`src/rtl/baro_pkg.sv`:
```
// Shared types, constants and a helper function for the barometer compensation block.
// Used by the controller, the datapath and the top level; depends on nothing.
package baro_pkg;

  localparam int unsigned CfgIdxW = 3;
  localparam int unsigned CfgDataW = 48;

  localparam logic [CfgIdxW-1:0] CFG_AC123 = 3'd0;
  localparam logic [CfgIdxW-1:0] CFG_AC456 = 3'd1;
  localparam logic [CfgIdxW-1:0] CFG_B12 = 3'd2;
  localparam logic [CfgIdxW-1:0] CFG_MCMD = 3'd3;
  localparam logic [CfgIdxW-1:0] CFG_TLIM = 3'd4;
  localparam logic [CfgIdxW-1:0] CFG_PLIM = 3'd5;

  localparam logic [15:0] TEMP_LIMIT_RST = 16'd1000;
  localparam logic [16:0] PRESS_LIMIT_RST = 17'd10000;
  localparam logic [31:0] TEMP_RST = 32'd240;
  localparam logic [31:0] PRESS_RST = 32'd102650;

  localparam logic [31:0] B6_OFFSET = 32'd4000;
  localparam logic [31:0] B4_BIAS = 32'h0000_8000;
  localparam logic [31:0] B7_SCALE = 32'd12500;
  localparam logic [31:0] P_COEF1 = 32'd3038;
  localparam logic [31:0] P_COEF2 = 32'hFFFF_E343;
  localparam logic [31:0] P_COEF3 = 32'd3791;

  typedef enum logic [4:0] {
    ST_T0, ST_T1, ST_T2, ST_T3, ST_T4, ST_T5,
    ST_P0, ST_P1, ST_P2, ST_P3, ST_P4, ST_P5, ST_P6, ST_P7, ST_P8, ST_P9,
    ST_P10, ST_P11, ST_P12, ST_P13, ST_P14, ST_P15, ST_P16, ST_P17, ST_P18,
    ST_P19, ST_P20, ST_REJ
  } step_t;

  typedef struct packed {
    logic  load;
    logic  en;
    step_t step;
  } cmd_t;

  typedef struct packed {
    logic zero_div;
    logic div_done;
  } sts_t;

  // Signed division by 2**k, truncating toward zero.
  function automatic logic [31:0] sdiv_pow2(logic [31:0] a, logic [4:0] k);
    logic [31:0] m;
    m = a[31] ? (32'd0 - a) : a;
    m = m >> k;
    return a[31] ? (32'd0 - m) : m;
  endfunction

endpackage

```
`src/rtl/baro_if.sv`:
```
// Valid/ready channel interfaces for raw conversion items and compensated result items.
// Depends on nothing.
interface baro_in_if;
  logic       valid;
  logic       ready;
  logic       operation;
  logic [7:0] raw_msb;
  logic [7:0] raw_lsb;
  logic [7:0] raw_xlsb;
  modport source (output valid, operation, raw_msb, raw_lsb, raw_xlsb, input ready);
  modport sink (input valid, operation, raw_msb, raw_lsb, raw_xlsb, output ready);
endinterface

interface baro_out_if;
  logic               valid;
  logic               ready;
  logic signed [31:0] temperature;
  logic signed [31:0] pressure;
  logic               rejected;
  modport source (output valid, temperature, pressure, rejected, input ready);
  modport sink (input valid, temperature, pressure, rejected, output ready);
endinterface

```
`src/rtl/baro_ctrl.sv`:
```
// Controller state machine: sequences the datapath steps, waits on the divider
// and owns the input ready and output valid flags. Depends on baro_pkg.
module baro_ctrl (
  input  logic              clk,
  input  logic              rst_n,
  input  logic              in_valid,
  input  logic              in_op,
  output logic              in_ready,
  output logic              out_valid,
  input  logic              out_ready,
  input  baro_pkg::sts_t    sts,
  output baro_pkg::cmd_t    cmd
);

  typedef enum logic [1:0] {S_IDLE, S_BUSY, S_WAIT_DIV} state_t;

  state_t          state_r;
  baro_pkg::step_t step_r;
  logic            ready_r;
  logic            out_valid_r;
  logic            commit_step;
  logic            slot_free;

  assign commit_step = (step_r == baro_pkg::ST_T5) || (step_r == baro_pkg::ST_P20) ||
                       (step_r == baro_pkg::ST_REJ);
  assign slot_free = !out_valid_r || out_ready;

  always_comb begin
    cmd.load = (state_r == S_IDLE) && in_valid;
    cmd.en = (state_r == S_BUSY) && (!commit_step || slot_free);
    cmd.step = step_r;
  end

  assign in_ready = ready_r;
  assign out_valid = out_valid_r;

  always_ff @(posedge clk) begin
    if (!rst_n) begin
      state_r <= S_IDLE;
      step_r <= baro_pkg::ST_T0;
      ready_r <= 1'b0;
      out_valid_r <= 1'b0;
    end else begin
      if ((state_r == S_BUSY) && commit_step && slot_free) begin
        out_valid_r <= 1'b1;
      end else if (out_ready) begin
        out_valid_r <= 1'b0;
      end
      case (state_r)
        S_IDLE: begin
          if (in_valid && ready_r) begin
            ready_r <= 1'b0;
            state_r <= S_BUSY;
            step_r <= in_op ? baro_pkg::ST_P0 : baro_pkg::ST_T0;
          end else begin
            ready_r <= 1'b1;
          end
        end
        S_BUSY: begin
          if (commit_step) begin
            if (slot_free) begin
              state_r <= S_IDLE;
            end
          end else if ((step_r == baro_pkg::ST_T2 || step_r == baro_pkg::ST_P12) &&
                       sts.zero_div) begin
            step_r <= baro_pkg::ST_REJ;
          end else begin
            step_r <= baro_pkg::step_t'(step_r + 5'd1);
            if (step_r == baro_pkg::ST_T2 || step_r == baro_pkg::ST_P13) begin
              state_r <= S_WAIT_DIV;
            end
          end
        end
        S_WAIT_DIV: begin
          if (sts.div_done) begin
            state_r <= S_BUSY;
          end
        end
        default: begin
          state_r <= S_IDLE;
        end
      endcase
    end
  end

`ifndef ASSERT_OFF
  a_ready_only_idle: assert property (@(posedge clk) disable iff (!rst_n)
    (state_r != S_IDLE) |-> !ready_r)
    else $error("ready high while an item is in work");
  a_wait_div_holds: assert property (@(posedge clk) disable iff (!rst_n)
    (state_r == S_WAIT_DIV && !sts.div_done) |=> (state_r == S_WAIT_DIV))
    else $error("left divider wait before the quotient was ready");
  a_commit_slot_free: assert property (@(posedge clk) disable iff (!rst_n)
    (cmd.en && commit_step) |-> (!out_valid_r || out_ready))
    else $error("result written over an item not yet taken");
`endif

endmodule

```
`src/rtl/baro_dp.sv`:
```
// Datapath: calibration registers, compensation state, a shared 32-bit multiplier,
// a bit-serial divider and the result registers. Depends on baro_pkg.
module baro_dp (
  input  logic                            clk,
  input  logic                            rst_n,
  input  logic                            cfg_we,
  input  logic [baro_pkg::CfgIdxW-1:0]    cfg_index,
  input  logic [baro_pkg::CfgDataW-1:0]   cfg_wdata,
  input  logic [23:0]                     raw,
  input  baro_pkg::cmd_t                  cmd,
  output baro_pkg::sts_t                  sts,
  output logic [31:0]                     res_temp,
  output logic [31:0]                     res_press,
  output logic                            res_rej
);

  logic [47:0] ac123_r, ac456_r;
  logic [31:0] b12_r, mcmd_r;
  logic [15:0] tlim_r;
  logic [16:0] plim_r;
  logic [31:0] b5_r, last_t_r, last_p_r;
  logic [23:0] raw_r;
  logic [31:0] prod_r, x1_r, x2_r, x3_r, b3_r, b4_r, b6_r, b7_r, sq_r, p_r, new_r;
  logic [31:0] prod_nxt, x1_nxt, x2_nxt, x3_nxt, b3_nxt, b4_nxt, b6_nxt, b7_nxt;
  logic [31:0] sq_nxt, p_nxt, new_nxt, b5_nxt, last_t_nxt, last_p_nxt;
  logic [31:0] out_t_r, out_p_r, out_t_nxt, out_p_nxt;
  logic        out_rej_r, out_rej_nxt;
  logic [31:0] mul_a, mul_b;
  logic        mul_en;
  logic [31:0] ut, up, ac1, ac2, ac3, ac4, ac5, ac6, b1, b2, mc, md, den, q_s, sum;
  logic        jump;
  logic        div_start, div_neg;
  logic [31:0] div_dvd, div_dvs;
  logic [31:0] rem_r, quo_r, dvs_r;
  logic        neg_r, busy_r, done_r;
  logic [4:0]  cnt_r;
  logic [32:0] rem_sh, diff;

  function automatic logic [31:0] sx16(logic [15:0] v);
    return {{16{v[15]}}, v};
  endfunction

  function automatic logic too_far(logic [31:0] old_v, logic [31:0] new_v,
                                   logic [16:0] lim);
    logic [33:0] d;
    d = {{2{old_v[31]}}, old_v} - {{2{new_v[31]}}, new_v};
    if (d[33]) begin
      d = 34'd0 - d;
    end
    return d > {17'd0, lim};
  endfunction

  assign ut = {16'd0, raw_r[23:8]};
  assign up = {14'd0, raw_r[23:6]};
  assign ac1 = sx16(ac123_r[47:32]);
  assign ac2 = sx16(ac123_r[31:16]);
  assign ac3 = sx16(ac123_r[15:0]);
  assign ac4 = {16'd0, ac456_r[47:32]};
  assign ac5 = {16'd0, ac456_r[31:16]};
  assign ac6 = {16'd0, ac456_r[15:0]};
  assign b1 = sx16(b12_r[31:16]);
  assign b2 = sx16(b12_r[15:0]);
  assign mc = sx16(mcmd_r[31:16]);
  assign md = sx16(mcmd_r[15:0]);
  assign den = x1_r + md;
  assign q_s = neg_r ? (32'd0 - quo_r) : quo_r;

  always_comb begin
    sts.div_done = done_r;
    sts.zero_div = (cmd.step == baro_pkg::ST_T2) ? (den == 32'd0) : (b4_r == 32'd0);
  end

  always_comb begin
    prod_nxt = prod_r; x1_nxt = x1_r; x2_nxt = x2_r; x3_nxt = x3_r;
    b3_nxt = b3_r; b4_nxt = b4_r; b6_nxt = b6_r; b7_nxt = b7_r; sq_nxt = sq_r;
    p_nxt = p_r; new_nxt = new_r; b5_nxt = b5_r;
    last_t_nxt = last_t_r; last_p_nxt = last_p_r;
    out_t_nxt = out_t_r; out_p_nxt = out_p_r; out_rej_nxt = out_rej_r;
    mul_a = 32'd0; mul_b = 32'd0; mul_en = 1'b0;
    div_start = 1'b0; div_neg = 1'b0; div_dvd = 32'd0; div_dvs = 32'd0;
    sum = 32'd0; jump = 1'b0;
    if (cmd.en) begin
      case (cmd.step)
        baro_pkg::ST_T0: begin
          mul_a = ut - ac6; mul_b = ac5; mul_en = 1'b1;
        end
        baro_pkg::ST_T1: x1_nxt = baro_pkg::sdiv_pow2(prod_r, 5'd15);
        baro_pkg::ST_T2: begin
          sum = mc << 11;
          div_start = (den != 32'd0);
          div_neg = sum[31] ^ den[31];
          div_dvd = sum[31] ? (32'd0 - sum) : sum;
          div_dvs = den[31] ? (32'd0 - den) : den;
        end
        baro_pkg::ST_T3: b5_nxt = x1_r + q_s;
        baro_pkg::ST_T4: new_nxt = baro_pkg::sdiv_pow2(b5_r + 32'd8, 5'd4);
        baro_pkg::ST_T5: begin
          jump = too_far(last_t_r, new_r, {1'b0, tlim_r});
          if (!jump) begin
            last_t_nxt = new_r;
          end
          out_t_nxt = jump ? last_t_r : new_r;
          out_p_nxt = last_p_r;
          out_rej_nxt = jump;
        end
        baro_pkg::ST_P0: b6_nxt = b5_r - baro_pkg::B6_OFFSET;
        baro_pkg::ST_P1: begin
          mul_a = b6_r; mul_b = b6_r; mul_en = 1'b1;
        end
        baro_pkg::ST_P2: sq_nxt = baro_pkg::sdiv_pow2(prod_r, 5'd12);
        baro_pkg::ST_P3: begin
          mul_a = b2; mul_b = sq_r; mul_en = 1'b1;
        end
        baro_pkg::ST_P4: begin
          x1_nxt = baro_pkg::sdiv_pow2(prod_r, 5'd11);
          mul_a = ac2; mul_b = b6_r; mul_en = 1'b1;
        end
        baro_pkg::ST_P5: x2_nxt = baro_pkg::sdiv_pow2(prod_r, 5'd11);
        baro_pkg::ST_P6: begin
          sum = (((ac1 << 2) + x1_r + x2_r) << 2) + 32'd2;
          b3_nxt = baro_pkg::sdiv_pow2(sum, 5'd2);
          mul_a = ac3; mul_b = b6_r; mul_en = 1'b1;
        end
        baro_pkg::ST_P7: begin
          x1_nxt = baro_pkg::sdiv_pow2(prod_r, 5'd13);
          mul_a = b1; mul_b = sq_r; mul_en = 1'b1;
        end
        baro_pkg::ST_P8: x2_nxt = baro_pkg::sdiv_pow2(prod_r, 5'd16);
        baro_pkg::ST_P9: x3_nxt = baro_pkg::sdiv_pow2(x1_r + x2_r + 32'd2, 5'd2);
        baro_pkg::ST_P10: begin
          mul_a = ac4; mul_b = x3_r + baro_pkg::B4_BIAS; mul_en = 1'b1;
        end
        baro_pkg::ST_P11: b4_nxt = prod_r >> 15;
        baro_pkg::ST_P12: begin
          mul_a = up - b3_r; mul_b = baro_pkg::B7_SCALE; mul_en = 1'b1;
        end
        baro_pkg::ST_P13: begin
          b7_nxt = prod_r;
          div_start = 1'b1;
          div_dvd = prod_r[31] ? prod_r : (prod_r << 1);
          div_dvs = b4_r;
        end
        baro_pkg::ST_P14: p_nxt = b7_r[31] ? (quo_r << 1) : quo_r;
        baro_pkg::ST_P15: begin
          x1_nxt = baro_pkg::sdiv_pow2(p_r, 5'd8);
          mul_a = baro_pkg::P_COEF2; mul_b = p_r; mul_en = 1'b1;
        end
        baro_pkg::ST_P16: begin
          x2_nxt = baro_pkg::sdiv_pow2(prod_r, 5'd16);
          mul_a = x1_r; mul_b = x1_r; mul_en = 1'b1;
        end
        baro_pkg::ST_P17: begin
          mul_a = prod_r; mul_b = baro_pkg::P_COEF1; mul_en = 1'b1;
        end
        baro_pkg::ST_P18: x1_nxt = baro_pkg::sdiv_pow2(prod_r, 5'd16);
        baro_pkg::ST_P19: begin
          new_nxt = p_r + baro_pkg::sdiv_pow2(x1_r + x2_r + baro_pkg::P_COEF3, 5'd4);
        end
        baro_pkg::ST_P20: begin
          jump = too_far(last_p_r, new_r, plim_r);
          if (!jump) begin
            last_p_nxt = new_r;
          end
          out_t_nxt = last_t_r;
          out_p_nxt = jump ? last_p_r : new_r;
          out_rej_nxt = jump;
        end
        baro_pkg::ST_REJ: begin
          out_t_nxt = last_t_r;
          out_p_nxt = last_p_r;
          out_rej_nxt = 1'b1;
        end
        default: begin
          mul_en = 1'b0;
        end
      endcase
    end
    if (mul_en) begin
      prod_nxt = mul_a * mul_b;
    end
  end

  assign rem_sh = {rem_r, quo_r[31]};
  assign diff = rem_sh - {1'b0, dvs_r};

  always_ff @(posedge clk) begin
    if (!rst_n) begin
      ac123_r <= '0;
      ac456_r <= '0;
      b12_r <= '0;
      mcmd_r <= '0;
      tlim_r <= baro_pkg::TEMP_LIMIT_RST;
      plim_r <= baro_pkg::PRESS_LIMIT_RST;
      b5_r <= '0;
      last_t_r <= baro_pkg::TEMP_RST;
      last_p_r <= baro_pkg::PRESS_RST;
      busy_r <= 1'b0;
      done_r <= 1'b0;
      cnt_r <= '0;
    end else begin
      if (cfg_we) begin
        case (cfg_index)
          baro_pkg::CFG_AC123: ac123_r <= cfg_wdata;
          baro_pkg::CFG_AC456: ac456_r <= cfg_wdata;
          baro_pkg::CFG_B12: b12_r <= cfg_wdata[31:0];
          baro_pkg::CFG_MCMD: mcmd_r <= cfg_wdata[31:0];
          baro_pkg::CFG_TLIM: tlim_r <= cfg_wdata[15:0];
          baro_pkg::CFG_PLIM: plim_r <= cfg_wdata[16:0];
          default: begin
          end
        endcase
      end
      b5_r <= b5_nxt;
      last_t_r <= last_t_nxt;
      last_p_r <= last_p_nxt;
      done_r <= busy_r && (cnt_r == 5'd31);
      if (div_start) begin
        busy_r <= 1'b1;
        cnt_r <= '0;
      end else if (busy_r) begin
        cnt_r <= cnt_r + 5'd1;
        if (cnt_r == 5'd31) begin
          busy_r <= 1'b0;
        end
      end
    end
  end

  always_ff @(posedge clk) begin
    if (cmd.load) begin
      raw_r <= raw;
    end
    prod_r <= prod_nxt; x1_r <= x1_nxt; x2_r <= x2_nxt; x3_r <= x3_nxt;
    b3_r <= b3_nxt; b4_r <= b4_nxt; b6_r <= b6_nxt; b7_r <= b7_nxt;
    sq_r <= sq_nxt; p_r <= p_nxt; new_r <= new_nxt;
    out_t_r <= out_t_nxt; out_p_r <= out_p_nxt; out_rej_r <= out_rej_nxt;
    if (div_start) begin
      rem_r <= '0;
      quo_r <= div_dvd;
      dvs_r <= div_dvs;
      neg_r <= div_neg;
    end else if (busy_r) begin
      if (!diff[32]) begin
        rem_r <= diff[31:0];
        quo_r <= {quo_r[30:0], 1'b1};
      end else begin
        rem_r <= rem_sh[31:0];
        quo_r <= {quo_r[30:0], 1'b0};
      end
    end
  end

  assign res_temp = out_t_r;
  assign res_press = out_p_r;
  assign res_rej = out_rej_r;

endmodule

```
`src/rtl/barometer_compensation.sv`:
```
// Top level of the barometer compensation block: joins the controller and the datapath.
// Depends on baro_pkg, baro_if, baro_ctrl and baro_dp.
//
// Raw conversion items arrive on in_item, tagged by operation as a temperature or a
// pressure conversion; one result item per input item leaves on out_item with the
// temperature and pressure held after that item and a rejected flag.
// Calibration and jump limits are written through cfg_we, cfg_index and cfg_wdata;
// the user must write them only while the block is idle, as the block does not
// enforce it. Writes to unused indices are ignored. One item is in work at a time.
// After a result is raised the controller returns to idle and then raises input ready.
// Each item steps through the single shared multiplier and the bit-serial divider.
// A zero divisor shortens the path: the division is skipped and the item is rejected.
// The result sits in an output register; the next item is accepted while it waits,
// and a finished item holds in the controller until the register is free.
// After reset the calibration is zero, the limits are 1000 and 10000, b5 is zero,
// the temperature is 240 and the pressure 102650; no result is pending.
module barometer_compensation (
  input  logic                            clk,
  input  logic                            rst_n,
  baro_in_if.sink                         in_item,
  baro_out_if.source                      out_item,
  input  logic                            cfg_we,
  input  logic [baro_pkg::CfgIdxW-1:0]    cfg_index,
  input  logic [baro_pkg::CfgDataW-1:0]   cfg_wdata
);

  baro_pkg::cmd_t cmd;
  baro_pkg::sts_t sts;
  logic [31:0]    res_temp, res_press;
  logic           res_rej;

  baro_ctrl u_ctrl (
    .clk       (clk),
    .rst_n     (rst_n),
    .in_valid  (in_item.valid),
    .in_op     (in_item.operation),
    .in_ready  (in_item.ready),
    .out_valid (out_item.valid),
    .out_ready (out_item.ready),
    .sts       (sts),
    .cmd       (cmd)
  );

  baro_dp u_dp (
    .clk       (clk),
    .rst_n     (rst_n),
    .cfg_we    (cfg_we),
    .cfg_index (cfg_index),
    .cfg_wdata (cfg_wdata),
    .raw       ({in_item.raw_msb, in_item.raw_lsb, in_item.raw_xlsb}),
    .cmd       (cmd),
    .sts       (sts),
    .res_temp  (res_temp),
    .res_press (res_press),
    .res_rej   (res_rej)
  );

  assign out_item.temperature = res_temp;
  assign out_item.pressure = res_press;
  assign out_item.rejected = res_rej;

endmodule

```
`src/flat_wrapper.sv`:
```
// flat-port wrapper written by rule: the top's interface ports become plain ports
module barometer_compensation_flat 
  (clk, rst_n, cfg_we, cfg_index, cfg_wdata, in_item_valid, in_item_operation, in_item_raw_msb, in_item_raw_lsb, in_item_raw_xlsb, in_item_ready, out_item_valid, out_item_temperature, out_item_pressure, out_item_rejected, out_item_ready);
  baro_in_if in_item_i ();
  baro_out_if out_item_i ();
  input  logic clk;
  input  logic rst_n;
  input  logic cfg_we;
  input  logic [baro_pkg::CfgIdxW-1:0] cfg_index;
  input  logic [baro_pkg::CfgDataW-1:0] cfg_wdata;
  input wire logic [$bits(in_item_i.valid)-1:0] in_item_valid;
  input wire logic [$bits(in_item_i.operation)-1:0] in_item_operation;
  input wire logic [$bits(in_item_i.raw_msb)-1:0] in_item_raw_msb;
  input wire logic [$bits(in_item_i.raw_lsb)-1:0] in_item_raw_lsb;
  input wire logic [$bits(in_item_i.raw_xlsb)-1:0] in_item_raw_xlsb;
  output wire logic [$bits(in_item_i.ready)-1:0] in_item_ready;
  output wire logic [$bits(out_item_i.valid)-1:0] out_item_valid;
  output wire logic [$bits(out_item_i.temperature)-1:0] out_item_temperature;
  output wire logic [$bits(out_item_i.pressure)-1:0] out_item_pressure;
  output wire logic [$bits(out_item_i.rejected)-1:0] out_item_rejected;
  input wire logic [$bits(out_item_i.ready)-1:0] out_item_ready;
  assign in_item_i.valid = in_item_valid;
  assign in_item_i.operation = in_item_operation;
  assign in_item_i.raw_msb = in_item_raw_msb;
  assign in_item_i.raw_lsb = in_item_raw_lsb;
  assign in_item_i.raw_xlsb = in_item_raw_xlsb;
  assign in_item_ready = in_item_i.ready;
  assign out_item_valid = out_item_i.valid;
  assign out_item_temperature = out_item_i.temperature;
  assign out_item_pressure = out_item_i.pressure;
  assign out_item_rejected = out_item_i.rejected;
  assign out_item_i.ready = out_item_ready;
  barometer_compensation u_core (.clk(clk), .rst_n(rst_n), .in_item(in_item_i), .out_item(out_item_i), .cfg_we(cfg_we), .cfg_index(cfg_index), .cfg_wdata(cfg_wdata));
endmodule
```
`config.mk`:
```
export PLATFORM = sky130hd
export DESIGN_NAME = barometer_compensation_flat
export DESIGN_NICKNAME = d
export VERILOG_FILES = /design/src/rtl/baro_pkg.sv /design/src/rtl/baro_if.sv /design/src/rtl/baro_ctrl.sv /design/src/rtl/baro_dp.sv /design/src/rtl/barometer_compensation.sv /design/src/flat_wrapper.sv
export SDC_FILE = /design/constraint.sdc
export NUM_CORES = 2
export LEC_CHECK = 0
export BUFFER_PORTS_ARGS = -buffer_cell sky130_fd_sc_hd__buf_2
export CAP_MARGIN = 20
export CORE_AREA = 2 2 372 374
export CTS_CLUSTER_DIAMETER = 40
export CTS_CLUSTER_SIZE = 30
export DETAILED_ROUTE_END_ITERATION = 10
export DIE_AREA = 0 0 374 376
export PLACE_DENSITY = 0.71
export SYNTH_ARGS = -nofsm -noshare
export SYNTH_HDL_FRONTEND = slang
export SYNTH_SLANG_ARGS = --single-unit
```
`constraint.sdc`:
```
create_clock -name clk -period 16.05 [get_ports clk]
set_input_delay 1.605 -clock clk [delete_from_list [all_inputs] [get_ports clk]]
set_output_delay 1.605 -clock clk [all_outputs]
set_load 0.01 [all_outputs]
```
Word-level counts from Yosys, hierarchy flattened
Index checks and enable logic that the tools add are counted.

$add $sub $neg: 40. Magnitude comparators: 2. Multipliers: 1. Equality and inequality tests: 41. Mux-type cells: 69. Bitwise operators: 2. Reduce and logical (&&, ||, !) cells: 62.

Operator list (number): $mux W32 (26); $pmux W32 S2 (6); $pmux W32 S11 (1); $pmux W32 S8 (1); $sub A1 B32 Y32 const A (8); $mux W34 (6); $pmux W32 S5 (1); $add A32 B32 Y32 (4); $sub A1 B33 Y34 const A (2); $sub A32 B32 Y33 (2); $eq A5 B5 Y1 const B (13); $add A32 B2 Y32 const B (2); $logic_not A32 Y1 (2); $sub A1 B30 Y31 const A (2); $add A30 B30 Y30 (2); $mux W30 (2); $sub A1 B28 Y29 const A (2); $reduce_and A2 Y1 (23); $eq A5 B4 Y1 const B (8); $gt A34 B16 Y1 (1); $gt A34 B17 Y1 (1); $sub A33 B32 Y33 (1); $add A32 B12 Y32 const B (1); $add A32 B16 Y32 const B (1); other kinds (51) (99).

Bits in registers: 815. Word-level logic and storage cells: 256. Output and inout port bits: 67. Bits of input ports: 81.

Longest topological paths before layout
Word-level depth: 10. Gate-level depth with buffers: 46. Mapped depth without buffers: 45.

Cells and area by module
From an unflattened synthesis, not the netlist that was laid out.

Cells, all modules: 8894. Area, all modules: 75613.8 sq um.

By module, submodules not included: baro_dp (area each 75024.5 sq um, cells an instance 8824, instances 1); baro_ctrl (area each 589.3 sq um, cells an instance 70, instances 1).

Worst setup path after synthesis
Ideal clock, no wire load.

Path kind: input port to flip-flop. From: input port out_item_ready. To: register u_core.u_dp.prod_r[31], data pin. Stages on the path: 36. Data required time: 15.790 ns. Library setup time: 0.260 ns. Data arrival time: 11.731 ns. Buffers on the path: 5. Slack: 4.059 ns. Path through: nor2b_1 clkbuf_1 a21oi_1 o21ai_1 inv_1 clkbuf_1 clkbuf_1 clkbuf_1 clkbuf_1 nand3_1 fa_1 inv_1 fa_1 fa_1 inv_1 fa_1 fa_1 fa_1 fa_1 fa_1 xor2_1 xnor2_1 xnor2_1 xnor2_1 xnor2_1 xnor2_1 xnor2_1 xnor3_1 xnor2_1 xnor2_1 xnor2_1 xnor3_1 xnor2_1 xnor3_1 xnor2_1 xnor2_1.

Longest elaborated chain between the ends: 5. Elaborated cells between the ends (all ways): 6.

RTL lines: from (decl) (line flat_wrapper.sv:21) `input wire logic [$bits(out_item_i.ready)-1:0] out_item_ready;`; $logic_or A1 B1 Y1 (*) (line baro_ctrl.sv:26) `assign slot_free = !out_valid_r || out_ready;`; $logic_or A1 B1 Y1 (*) (line baro_ctrl.sv:30) `cmd.en = (state_r == S_BUSY) && (!commit_step || slot_free);`; $logic_and A1 B1 Y1 (*) (line baro_ctrl.sv:30); $mux W32 (line baro_dp.sv:82) `if (cmd.en) begin`; $mul A32 B32 Y32 (*) (line baro_dp.sv:179) `prod_nxt = mul_a * mul_b;`; to (signal assigned) (line baro_dp.sv:233) `prod_r <= prod_nxt; x1_r <= x1_nxt; x2_r <= x2_nxt; x3_r <= x3_nxt;`; to (decl) (line baro_dp.sv:23) `logic [31:0] prod_r, x1_r, x2_r, x3_r, b3_r, b4_r, b6_r, b7_r, sq_r, p_r, new_r;`.

Every way passes the cells marked *; elsewhere a longest branch is shown, timed or not. A chain may end at the register's enable or synchronous reset.

Worst setup path after layout
From: register u_core.u_dp.raw_r[8]. To: register u_core.u_dp.prod_r[31], data pin.

Longest elaborated chain between the ends: 4. Elaborated cells between the ends (all ways): 5.

RTL lines: from (decl) (line baro_dp.sv:22) `logic [23:0] raw_r;`; from (signal assigned) (line baro_dp.sv:231) `raw_r <= raw;`; $sub A18 B32 Y32 / $sub A16 B16 Y17 (equally long branches) (line baro_dp.sv:135, baro_dp.sv:85); $pmux W32 S11 (*) (line baro_dp.sv:83) `case (cmd.step)`; $mux W32 (*) (line baro_dp.sv:82); $mul A32 B32 Y32 (*) (line baro_dp.sv:179).

Marked as above.

==> flow_metrics.tcl <==
set metrics [dict create \
    pwr-share-comb_pct 21.4 \
    ys.flop_type "edfxtp_1" \
    nFillCells 12124 \
    hold_path_class "flop to flop" \
    slew_violations 0 \
    arrival_ns 12.99 \
    drive_gt1_share_pct 9.02 \
    multi_input_area_um2 51200 \
    rsz0062_at_grt "false" \
    drv_cap 0 \
    core_area_um2 137000 \
    ant_nets 0 \
    worstPathRequired_ns 16.58 \
    die_w_um 374 \
    drt_wl_total_um 296000 \
    setup_ws_ns 3.59 \
    start_kind "flop" \
    drc 0 \
    synth_area_um2 74800 \
    cts_tree "built" \
    max-slew-margin-rel_pct 17.4 \
    slowest_stage "o21ai_0" \
    start_util_pct 54.7 \
    cp.buffers_inverters 2 \
    port_buffers 141 \
    grt_max_degree 98 \
    seq_area_um2 19500 \
    crit_path_max_fanout 6 \
    yosysSeqAreaShare_pct 26.0 \
    ys_ff_latch 761 \
    area_delta_synth_final_pct 10.5 \
    peakVddDrop_uv 119 \
    max_freq_mhz 80.2 \
    setup_viol 0 \
    crit_top_cell "xnor2_1" \
    hold_viol 0 \
    power.density_nw_per_um2 80.9 \
    synth.distinct_cells 122 \
    grt_pass1_vias 65669 \
    cts_setup_buffers 0 \
    p_leak_nw 33.8 \
    cts_root_buf "clkbuf_16" \
    p_total_w 0.00669 \
    htree_levels 4 \
    gp_congestion 1.04 \
    syn_area_per_cell_um2 8.46 \
    antenna_found_initial 18 \
    grt_first_pass_wirelength_um 430000 \
    fin_skew_ns 0.0521 \
    intPower_w 0.00448 \
    grt_overflow 0 \
    hpwl_um 227000 \
    dr_total_vias 68932 \
    syn_inst 8848 \
    clkTransAtPathRegs_ns 0.06 \
    ys_warn_count 0 \
    cts.path.max_buffers 3 \
    avgRoutedWirePerCell_um 27.4 \
    clk_latency_ns 0.81 \
    synthArstFlopShare_pct 0 \
    nets 9868 \
    cp_top_family "adder cells" \
    critPathKind "flop to flop" \
    grt_usage_pct 41.4 \
    clockPowerShare_pct 45.6 \
    drtPass1Iterations 10 \
    drt_iter0_drc 8451 \
    p_switching_w 0.00221 \
    io_pins 148 \
    swShare_pct 33.1 \
    numCtsBuffers 143 \
    avgViaCountPerCell 6.37 \
    tightest_slew_ns 1.24 \
    setup-tns-final_ns 0 \
    synth_edf_count 424 \
    post-route-min-period_ns 12.46 \
    fin_crit_sh_pct 77.7 \
    timing.hold.ws_ns 0.451 \
    seqPwrFrac_pct 33.0 \
    dp_slack_ns 3.72 \
    postCtsHoldBufs 0 \
    end_kind "flop" \
    die_h_um 376 \
    status "finished clean" \
    die_area_um2 141000 \
    rows 136 \
    clkSinkCount 761 \
    slowest_delay_ns 0.77 \
    cts_resized 0 \
]
==> metrics by stage <==
| step | cell area, um2 | cells | utilization [%] |
|---|---|---|---|
| CTS | 82500 | 10799 | 60.4 |
| global placement | 77600 | 10531 | 56.8 |
| global route | 82600 | 10806 | 60.5 |
| floorplan | 74800 | 8850 | - |
| finish | 82700 | 10818 | 60.5 |
| detailed placement | 77700 | 10533 | 56.8 |
==> power by group through the flow <==
stage,Clock [W],Combinational [W],Sequential [W]
finish,0.00305,0.00143,0.00221
global route,0.00315,0.00153,0.00221
CTS,0.00306,0.00139,0.00220
detailed placement,0,0.00138,0.00224
global placement,0,0.00136,0.00224
floorplan,0,0.000947,0.00221
==> final timing paths <==
check / cells after the start / start / to / slack (ns)
setup reg to reg: 40 / u_core.u_dp.raw_r[8] / u_core.u_dp.prod_r[31] / 3.59
setup / recovery: 40 / u_core.u_dp.raw_r[8] / u_core.u_dp.prod_r[31] / 3.59
hold reg to reg: 0 / u_core.u_dp.b5_r[2] / u_core.u_dp.b6_r[2] / 0.45
hold / removal: 0 / u_core.u_dp.b5_r[2] / u_core.u_dp.b6_r[2] / 0.45
==> layout make-up <==
type	count	share of cell area [%]
Tap cell	1794	2.72
Sequential cell	761	23.6
Clock buffer	167	4.55
Inverter	755	3.43
Timing Repair Buffer	308	2.44
Clock inverter	99	1.34
Antenna cell	14	0.0424
Multi-Input combinational cell	6920	61.9
==> flip-flops by register name (all words and copies together) (netlist names), 32 cells and up <==
signal,flops
u_core.u_dp.p_r,32
u_core.u_dp.new_r,32
u_core.u_dp.ac456_r,48
u_core.u_dp.dvs_r,32
u_core.u_dp.ac123_r,48
u_core.u_dp.last_t_r,32
u_core.u_dp.rem_r,32
u_core.u_dp.quo_r,32
u_core.u_dp.b5_r,32
u_core.u_dp.b12_r,32
u_core.u_dp.res_press,32
u_core.u_dp.prod_r,32
u_core.u_dp.res_temp,32
u_core.u_dp.b6_r,32
u_core.u_dp.mcmd_r,32
u_core.u_dp.last_p_r,32
==> cell usage after synthesis, drive strengths merged, types with 18 or more instances <==
library cell | count | share of area (%)
nand2 | 1088 | 5.5
nor2 | 804 | 4.0
inv | 755 | 3.8
a21oi | 592 | 4.0
xnor2 | 507 | 5.9
ha | 457 | 7.6
fa | 441 | 12
edfxtp | 424 | 17
o21ai | 394 | 2.7
clkbuf | 360 | 1.8
dfxtp | 337 | 9.0
xor2 | 280 | 3.3
nand3 | 240 | 1.6
nor3 | 175 | 1.2
nand2b | 167 | 1.4
mux2i | 127 | 1.7
a21o | 111 | 1.1
mux2 | 103 | 1.6
and2 | 83 | 0.69
a21boi | 79 | 0.79
nor2b | 78 | 0.65
and3 | 76 | 0.64
or3 | 72 | 0.62
nand4 | 67 | 0.56
nor4 | 66 | 0.59
a31oi | 60 | 0.50
o21a | 59 | 0.59
a211oi | 58 | 0.60
o31ai | 55 | 0.55
o211ai | 54 | 0.55
buf | 53 | 0.32
or2 | 51 | 0.43
o21bai | 49 | 0.49
a221oi | 42 | 0.51
a22oi | 41 | 0.42
or4 | 38 | 0.39
a222oi | 29 | 0.39
a221o | 27 | 0.36
nand3b | 26 | 0.26
o22ai | 25 | 0.21
a211o | 24 | 0.28
o221ai | 23 | 0.28
and4 | 18 | 0.21
==> kinds of logic (layout without fill, tap and decap cells) <==
group / after synthesis / count (layout) / share of synthesized area, %
buffers and inverters: 1169 / 1329 / 5.93
xor gates and xnor gates: 792 / 792 / 9.37
AOI/OAI and AO/OA: 1881 / 1881 / 16.4
muxes: 231 / 231 / 3.28
adders and majority gates: 899 / 899 / 19.5
and+or+nand+nor: 3114 / 3114 / 19.6
other: 1 / 17 / 0.00501
DFF: 761 / 761 / 26.0
==> per-layer routing <==
layer / track usage [%] / vias up / wire [um]
met3: 11.4 / 946 / 35400
met2: 61.4 / 3886 / 125000
met5: 0 / - / 96
li1: - / 30803 / -
met4: 29.6 / 14 / 25200
met1: 52.0 / 33283 / 111000
==> cell usage in the layout, fill, tap and decap left out, types with 169 or more instances in the layout <==
cell	synthesis	final
nor3_1	172	169
fa_1	441	441
dfxtp_1	337	335
a21oi_1	588	583
ha_1	457	457
o21ai_0	377	377
xor2_1	280	280
xnor2_1	506	504
nor2_1	802	794
nand2_1	1087	1085
inv_1	754	753
edfxtp_1	424	424
nand3_1	239	237
Note: power is estimated with default switching activity, not from simulation.
